<file path="src/sv/barometric_sensor_compensation_core_defines.svh">
// Assertion macros shared by the compensation core.
// Needs clock and reset in the scope of the module that uses them.
`ifndef BAROMETRIC_SENSOR_COMPENSATION_CORE_DEFINES_SVH
`define BAROMETRIC_SENSOR_COMPENSATION_CORE_DEFINES_SVH

// same-cycle implication
`define BSC_ASSERT_SAME(lbl, ante, cons, msg) \
   lbl: assert property (@(posedge clock) disable iff (reset) (ante) |-> (cons)) \
      else $error(msg);

// next-cycle implication
`define BSC_ASSERT_NEXT(lbl, ante, cons, msg) \
   lbl: assert property (@(posedge clock) disable iff (reset) (ante) |=> (cons)) \
      else $error(msg);

`endif

</file>
<file path="src/sv/bsc_pkg.sv">
// Types, register indexes and helpers for the compensation core.
// No dependencies.
package bsc_pkg;

   localparam int DIV_STAGES = 32;

   localparam logic [2:0] CSR_AC1_AC2 = 3'd0;
   localparam logic [2:0] CSR_AC3_AC4 = 3'd1;
   localparam logic [2:0] CSR_AC5_AC6 = 3'd2;
   localparam logic [2:0] CSR_B1_B2   = 3'd3;
   localparam logic [2:0] CSR_MC_MD   = 3'd4;
   localparam logic [2:0] CSR_MODE    = 3'd5;

   typedef struct packed {
      logic [31:0] ac1_ac2;
      logic [31:0] ac3_ac4;
      logic [31:0] ac5_ac6;
      logic [31:0] b1_b2;
      logic [31:0] mc_md;
      logic [1:0]  mode;
   } calib_type;

   // travels beside the temperature divide
   typedef struct packed {
      logic        neg;
      logic        err;
      logic [23:0] up;
      logic [31:0] x1;
   } side1_type;

   // travels beside the pressure divide
   typedef struct packed {
      logic        ovf;
      logic        err;
      logic [31:0] temp;
   } side2_type;

   localparam int SIDE_W  = $bits(side1_type);
   localparam int SIDE2_W = $bits(side2_type);

   typedef struct packed {
      logic              valid;
      logic [31:0]       num;
      logic [31:0]       den;
      logic [SIDE_W-1:0] side;
   } div_req_type;

   typedef struct packed {
      logic              valid;
      logic [31:0]       quo;
      logic [SIDE_W-1:0] side;
   } div_rsp_type;

   typedef struct packed {
      logic        valid;
      logic [31:0] temp;
      logic [31:0] pres;
      logic        err;
   } res_type;

   // signed divide by 2^k, truncating toward zero
   function automatic logic [31:0] sdiv_pow2(input logic [31:0] a, input logic [4:0] k);
      logic [31:0] bias;
      bias = a[31] ? ((32'd1 << k) - 32'd1) : 32'd0;
      return 32'($signed(a + bias) >>> k);
   endfunction

   function automatic logic [31:0] half_s(input logic [15:0] h);
      return {{16{h[15]}}, h};
   endfunction

endpackage

</file>
<file path="src/sv/bsc_tail.sv">
// Final pressure correction polynomial and the result register.
// Depends on bsc_pkg.
module bsc_tail (
   input  logic                 clock,
   input  logic                 reset,
   input  logic                 en,
   input  bsc_pkg::div_rsp_type div_rsp,
   output bsc_pkg::res_type     res
);

   bsc_pkg::side2_type sd;
   logic [31:0] pres;

   logic        p_valid_ff, q_valid_ff, r_valid_ff, o_valid_ff;
   logic [31:0] p_temp_ff, p_pres_ff, p_x1_ff, p_x1_in, p_m_ff, p_m_in;
   logic        p_err_ff;
   logic [31:0] q_temp_ff, q_pres_ff, q_sqp_ff, q_sqp_in, q_x2_ff, q_x2_in;
   logic        q_err_ff;
   logic [31:0] r_temp_ff, r_pres_ff, r_m_ff, r_m_in, r_x2_ff;
   logic        r_err_ff;
   logic [31:0] o_temp_ff, o_temp_in, o_pres_ff, o_pres_in;
   logic        o_err_ff;

   assign sd = bsc_pkg::side2_type'(div_rsp.side[bsc_pkg::SIDE2_W-1:0]);

   always_comb begin
      pres      = sd.ovf ? (div_rsp.quo << 1) : div_rsp.quo;
      p_x1_in   = bsc_pkg::sdiv_pow2(pres, 5'd8);
      p_m_in    = pres * 32'd7357;
      q_sqp_in  = p_x1_ff * p_x1_ff;
      q_x2_in   = bsc_pkg::sdiv_pow2(32'd0 - p_m_ff, 5'd16);
      r_m_in    = q_sqp_ff * 32'd3038;
      o_pres_in = r_pres_ff + bsc_pkg::sdiv_pow2(
                     bsc_pkg::sdiv_pow2(r_m_ff, 5'd16) + r_x2_ff + 32'd3791, 5'd4);
      o_temp_in = r_temp_ff;
      if (r_err_ff) begin
         o_pres_in = '0;
         o_temp_in = '0;
      end
   end

   always_ff @(posedge clock) begin
      if (reset) begin
         p_valid_ff <= 1'b0;
         q_valid_ff <= 1'b0;
         r_valid_ff <= 1'b0;
         o_valid_ff <= 1'b0;
      end else if (en) begin
         p_valid_ff <= div_rsp.valid;
         q_valid_ff <= p_valid_ff;
         r_valid_ff <= q_valid_ff;
         o_valid_ff <= r_valid_ff;
      end
   end

   always_ff @(posedge clock) begin
      if (en) begin
         p_temp_ff <= sd.temp;
         p_pres_ff <= pres;
         p_x1_ff   <= p_x1_in;
         p_m_ff    <= p_m_in;
         p_err_ff  <= sd.err;

         q_temp_ff <= p_temp_ff;
         q_pres_ff <= p_pres_ff;
         q_sqp_ff  <= q_sqp_in;
         q_x2_ff   <= q_x2_in;
         q_err_ff  <= p_err_ff;

         r_temp_ff <= q_temp_ff;
         r_pres_ff <= q_pres_ff;
         r_m_ff    <= r_m_in;
         r_x2_ff   <= q_x2_ff;
         r_err_ff  <= q_err_ff;

         o_temp_ff <= o_temp_in;
         o_pres_ff <= o_pres_in;
         o_err_ff  <= r_err_ff;
      end
   end

   assign res.valid = o_valid_ff;
   assign res.temp  = o_temp_ff;
   assign res.pres  = o_pres_ff;
   assign res.err   = o_err_ff;

endmodule

</file>
<file path="config.mk">
export PLATFORM = sky130hd
export DESIGN_NAME = bsc_tail
export DESIGN_NICKNAME = d
export VERILOG_FILES = /design/src/sv/barometric_sensor_compensation_core_defines.svh /design/src/sv/bsc_pkg.sv /design/src/sv/bsc_tail.sv
export SDC_FILE = /design/constraint.sdc
export NUM_CORES = 2
export LEC_CHECK = 0
export ABC_AREA = 1
export BUFFER_PORTS_ARGS = -buffer_cell sky130_fd_sc_hd__buf_2
export CORE_MARGIN = 1.5
export CORE_UTILIZATION = 59
export DETAILED_ROUTE_END_ITERATION = 10
export PLACE_DENSITY = 0.79
export SETUP_SLACK_MARGIN = 0.3
export SLEW_MARGIN = 30
export SYNTH_ARGS = -nofsm -noshare
export SYNTH_HDL_FRONTEND = slang
export SYNTH_SLANG_ARGS = --single-unit
</file>
<file path="constraint.sdc">
create_clock -name clock -period 7.2 [get_ports clock]
set_clock_uncertainty 0.1 [all_clocks]
set_input_delay 1.44 -clock clock [delete_from_list [all_inputs] [get_ports clock]]
set_output_delay 1.44 -clock clock [all_outputs]
set_load 0.005 [all_outputs]
</file>
## Word level (Yosys, flattened, before mapping)

Cells that the tools add are included.
Widths: inputs -> output; s select.

| word-level totals | value |
|---|---|
| bits in latches | 0 |
| memories kept | 0 |
| bits in writable memories | 0 |
| bits of input ports | 94 |
| memory bits (read-only) | 0 |
| output and inout port bits | 66 |
| flip-flop bits (word level) | 415 |
| logic and storage cells | 38 |

| cells by class | value |
|---|---|
| multiply operators | 3 |
| order comparisons | 0 |
| shift-type cells | 0 |
| multiplexer cells | 5 |
| $add $sub $neg | 8 |
| bitwise operators | 0 |
| div/mod/pow operators | 0 |
| eq/ne operators | 0 |
| reductions and logical operators | 0 |

Operators by type and width:

| cell | count |
|---|---|
| $add 32x16->32 | 2 |
| $add 32x12->32 const B | 1 |
| $add 32x32->32 | 1 |
| $add 32x4->32 | 1 |
| $add 32x8->32 | 1 |
| $mul 24x24->32 | 1 |
| $mul 32x11->31 const B | 1 |
| $mul 32x13->32 const B | 1 |
| $mux 16 | 2 |
| $mux 32 | 1 |
| $sub 1x32->32 const A | 1 |
| $add 16x16->17 | 1 |
| $mux 8 | 1 |
| $mux 4 | 1 |

## Longest topological paths before layout

| logic depth | value |
|---|---|
| depth in word-level cells | 7 |
| depth in mapped cells | 53 |
| depth with buffers taken out | 53 |

## Least setup slack after synthesis

OpenSTA, ideal clock, no wires.

| timing path | value |
|---|---|
| path type | input port to flip-flop |
| from | in div_rsp[33] in the netlist's numbering |
| to | reg p_m_ff[26] (data pin) |
| slack | 0.039 ns |
| arrival time | 6.802 ns |
| cell stages on the path | 23 |
| path through | clkbuf_1 > clkbuf_1 > clkbuf_1 > o21ai_0 > inv_1 > fa_1 > inv_1 > fa_1 > inv_1 > fa_1 > fa_1 > inv_1 > fa_1 > ha_1 > a21oi_1 > o21ai_0 > a21oi_1 > o21ai_1 > a21oi_1 > o21ai_1 > nand2_1 > nand2_1 > xor2_1 |

| on the way | value |
|---|---|
| longest elaborated chain between the ends | 2 |

Ends and longest elaborated chain:

| what | RTL line | text |
|---|---|---|
| start: declaration | bsc_tail.sv:7 | `input bsc_pkg::div_rsp_type div_rsp,` |
| $mux 32 | bsc_tail.sv:27 | `pres = sd.ovf ? (div_rsp.quo << 1) : div_rsp.quo;` |
| net pres[3] | bsc_tail.sv:12 | `logic [31:0] pres;` |
| $mul 32x13->32 | bsc_tail.sv:29 | `p_m_in = pres * 32'd7357;` |
| net p_m_in[26] | bsc_tail.sv:15 | `logic [31:0] p_temp_ff, p_pres_ff, p_x1_ff, p_x1_in, p_m_ff, p_m_in;` |
| end signal: assignment | bsc_tail.sv:61 | `p_m_ff <= p_m_in;` |
| end: declaration | bsc_tail.sv:15 |  |

The timed path passes the listed nets, and every way through them passes these cells.
A chain may end at the register's enable or synchronous reset.

## Worst setup path in the final report

| timing path | value |
|---|---|
| from | reg r_m_ff[31] |
| to | reg o_pres_ff[30] (data pin) |

| on the way | value |
|---|---|
| longest elaborated chain between the ends | 7 |

Ends and longest elaborated chain:

| what | RTL line | text |
|---|---|---|
| start: declaration | bsc_tail.sv:19 | `logic [31:0] r_temp_ff, r_pres_ff, r_m_ff, r_m_in, r_x2_ff;` |
| start signal: assignment | bsc_tail.sv:72 | `r_m_ff <= r_m_in;` |
| $mux 16 | bsc_pkg.sv:64 | `bias = a[31] ? ((32'd1 << k) - 32'd1) : 32'd0;` |
| $add 32x16->32 * | bsc_pkg.sv:65 | `return 32'($signed(a + bias) >>> k);` |
| $add 16x16->17 * | bsc_tail.sv:34 | `bsc_pkg::sdiv_pow2(r_m_ff, 5'd16) + r_x2_ff + 32'd3791, 5'd4);` |
| $add 32x12->32 * | bsc_tail.sv:34 |  |
| $mux 4 | bsc_pkg.sv:64 |  |
| $add 32x4->32 * | bsc_pkg.sv:65 |  |
| $add 32x32->32 * | bsc_tail.sv:33 | `o_pres_in = r_pres_ff + bsc_pkg::sdiv_pow2(` |
| end signal: assignment | bsc_tail.sv:77 | `o_pres_ff <= o_pres_in;` |
| end: declaration | bsc_tail.sv:21 | `logic [31:0] o_temp_ff, o_temp_in, o_pres_ff, o_pres_in;` |

Mark *: on every way between the ends. The rest lies on a longest branch, timed or not.

==> results.cfg <==
[status]
outcome = finished, final reports clean

[global_route]
overflow = 0
antenna_found_initial = 5
grt_first_pass_wirelength_um = 160000
grt_pass1_vias = 32706
grt_max_degree = 171
grtUsageTotal_pct = 26.2

[yosys]
syn_area_um2 = 44400
synth_ff_type = edfxtp_1
ys_seq_area_share_pct = 27.7
synth_edf_count = 406
syn_area_per_cell_um2 = 9.72
yosys_warnings = 0
ys_seq_elements = 410
async_flop_share_pct = 0
ys_types = 59
synthCells = 4565

[die]
die_y_um = 277
die_width_um = 277
dieArea_um2 = 76900
io_pins = 160
start_util_pct = 59.6
core-area_um2 = 74400
rows = 100

[cts]
cts.clk_slew.worst_paths_ns = 0.06
clk_latency_ns = 0.59
cts_hold_buf = 0
cts_buffers = 46
cts_tree = built
cts_buffer_depth = 3
root_buffer = clkbuf_16
clock-sinks = 410
htreeDepth = 2

[detailed_routing]
num_vias = 30993
drc = 0
wirelength_um = 98000
drt_iter0_markers = 2162
vias_per_cell = 5.17
drt-pass1-iter-count = 5
wl_per_cell_um = 16.4
ant_nets = 0

[timing]
slew_headroom_pct = 37.3
fin_crit_ns = 6.98
rsz0062_at_grt = true
setup_violations = 0
timing.fmax_mhz = 143
maxSlewViolCount = 0
worst_pin_slew_ns = 0.940
hold_viol = 0
post-route-period-util_pct = 96.9
setup_ws_ns = 0.223

[placed_design]
numPortBuffers = 135
place_congestion = 0.942
placed_cell_area_um2 = 47600
dp.cells = 5821
dp_hpwl_um = 79500
place_ws_ns = -0.266

[run]
max_cap_violations = 0

[worst_setup_path]
worst-r2r-cell-count = 48
arrival_ns = 7.22
crit_path_end = o_pres_ff[30]$_SDFFCE_PP0P_
r2r-start = r_m_ff[31]$_DFFE_PP_
critPathLaunch = r_m_ff[31]$_DFFE_PP_
critical_path_class = register to register
cpPeakStageDelay_ns = 0.41
cp-start-kind = register
crit_slowest_cell = edfxtp_1
crit-reg2reg-capture = o_pres_ff[30]$_SDFFCE_PP0P_
cp.required_ns = 7.44
path_common_cell = nand2_2
rrSetupSlack_ns = 0.22
end_kind = register
crit_fanout = 4

[layout]
fin_nets = 6115
syn2layout_area_growth_pct = 15.2
fin_area_um2 = 51100
multiInputGateArea_um2 = 28200
final_cell_mix = 1264 x inv_1, 637 x fa_1, 599 x nand2_1, 406 x edfxtp_1, 361 x ha_1
regArea_um2 = 12300
num-fill-cells = 5410
final_common_cell = inv_1
drive_above_1_share_pct = 16.5
fin_cells = 5993

[worst_hold_path]
hold_class = register to register
-- stage by stage --
| step | hold WS (ns) | TNS [ns] | util (%) |
|---|---|---|---|
| floorplan | 0.300 | 0 | - |
| global placement | 0.300 | -0.880 | 64.0 |
| detailed placement | 0.305 | -2.18 | 64.0 |
| CTS | 0.306 | 0 | 67.3 |
| global route | 0.312 | -1.15 | 68.7 |
| finish | 0.304 | 0 | 68.7 |
-- worst max-delay path: cells and delay by family, from the launching register on --
family	cells	cell delay (ns)
buffers and inverters	6	0.56
AND/OR/NAND/NOR	28	2.79
adder cells (fa/ha/maj)	4	1.23
flip-flops	1	0.41
XOR/XNOR	1	0.13
AO/OA/AOI/OAI	9	1.48
-- cell type report --
class	instances	share of cell area, %
Antenna cell	2	0.00979
Multi-Input combinational cell	2807	55.1
Sequential cell	410	24.0
Tap cell	969	2.37
Clock buffer	54	2.33
Clock inverter	31	0.781
Timing Repair Buffer	427	5.92
Inverter	1293	9.52
-- synthesized netlist by cell type, types with 2 or more instances --
master	number	area, um^2
inv_1	1282	4810
nand2_1	660	2480
fa_1	642	12900
edfxtp_1	406	12200
ha_1	394	4930
a21oi_1	204	1020
nor2_1	190	713
xor2_1	139	1220
o21ai_0	122	611
nand3_1	101	505
xnor2_1	80	701
clkbuf_1	49	184
nor3_1	35	175
nand2_2	29	181
nor2_2	24	150
nand4_1	23	144
o21a_1	20	150
o21bai_1	16	120
a21o_1	12	90.1
nand3_2	11	110
inv_2	10	37.5
nand3b_1	9	67.6
nor4_1	9	56.3
o21ai_1	9	45.0
or2_2	8	50.1
nand2_4	7	78.8
nor2_4	7	78.8
a21boi_0	6	45.0
a31oi_1	6	37.5
and2_1	6	37.5
buf_1	5	18.8
a221oi_1	4	35.0
dfxtp_1	4	80.1
o211ai_1	3	22.5
buf_4	2	15.0
nor2_8	2	40.0
nor3_2	2	20.0
nor3b_1	2	15.0
o221ai_1	2	17.5
o311ai_0	2	17.5
o31ai_1	2	15.0
o41ai_1	2	17.5
-- cell families after synthesis --
logic type      share of synthesized area (%)
buf+inv                                  11.5
other cells                           0.00845
fa+ha+maj                                40.1
flops                                    27.7
compound gates                           5.20
simple gates                             11.1
xor+xnor                                 4.45
-- state kept, by name (all words and copies together) (netlist names), 16 cells and up --
| signal | count |
|---|---|
| o_pres_ff | 32 |
| o_temp_ff | 32 |
| p_m_ff | 30 |
| p_pres_ff | 32 |
| p_temp_ff | 32 |
| p_x1_ff | 24 |
| q_pres_ff | 32 |
| q_sqp_ff | 30 |
| q_temp_ff | 32 |
| q_x2_ff | 16 |
| r_m_ff | 30 |
| r_pres_ff | 32 |
| r_temp_ff | 32 |
| r_x2_ff | 16 |
-- how the worst min path moves through the flow --
stage                            start                      end  cells after the start
2_1_floorplan       p_err_ff$_DFFE_PP_       q_err_ff$_DFFE_PP_                      0
3_3_place_gp   q_temp_ff[25]$_DFFE_PP_  r_temp_ff[25]$_DFFE_PP_                      0
3_5_place_dp   p_temp_ff[15]$_DFFE_PP_  q_temp_ff[15]$_DFFE_PP_                      0
4_1_cts           q_x2_ff[0]$_DFFE_PP_     r_x2_ff[0]$_DFFE_PP_                      0
5_1_grt        q_temp_ff[30]$_DFFE_PP_  r_temp_ff[30]$_DFFE_PP_                      0
6_report          q_x2_ff[0]$_DFFE_PP_     r_x2_ff[0]$_DFFE_PP_                      0
-- metal layers --
metal,up-vias,GRT usage (%),share of wire (%)
met1,15116,33.7,41
met3,214,3.50,5.3
met2,857,45.6,50
met4,2,9.41,3.7
met5,-,0,0.013
li1,14804,-,-
-- timing repair --
action / 4_1_cts / 5_1_grt
buffers inserted: 49 / 36
gates resized for setup: 103 / 198
endpoints found under the hold margin: 0 / 0
pin swaps: 53 / 119
setup endpoints to repair: 29 / 39
gates cloned: 0 / 0
Power is not shown: default switching activity piles up to over one toggle a cycle in this logic, so the estimate is an artifact.
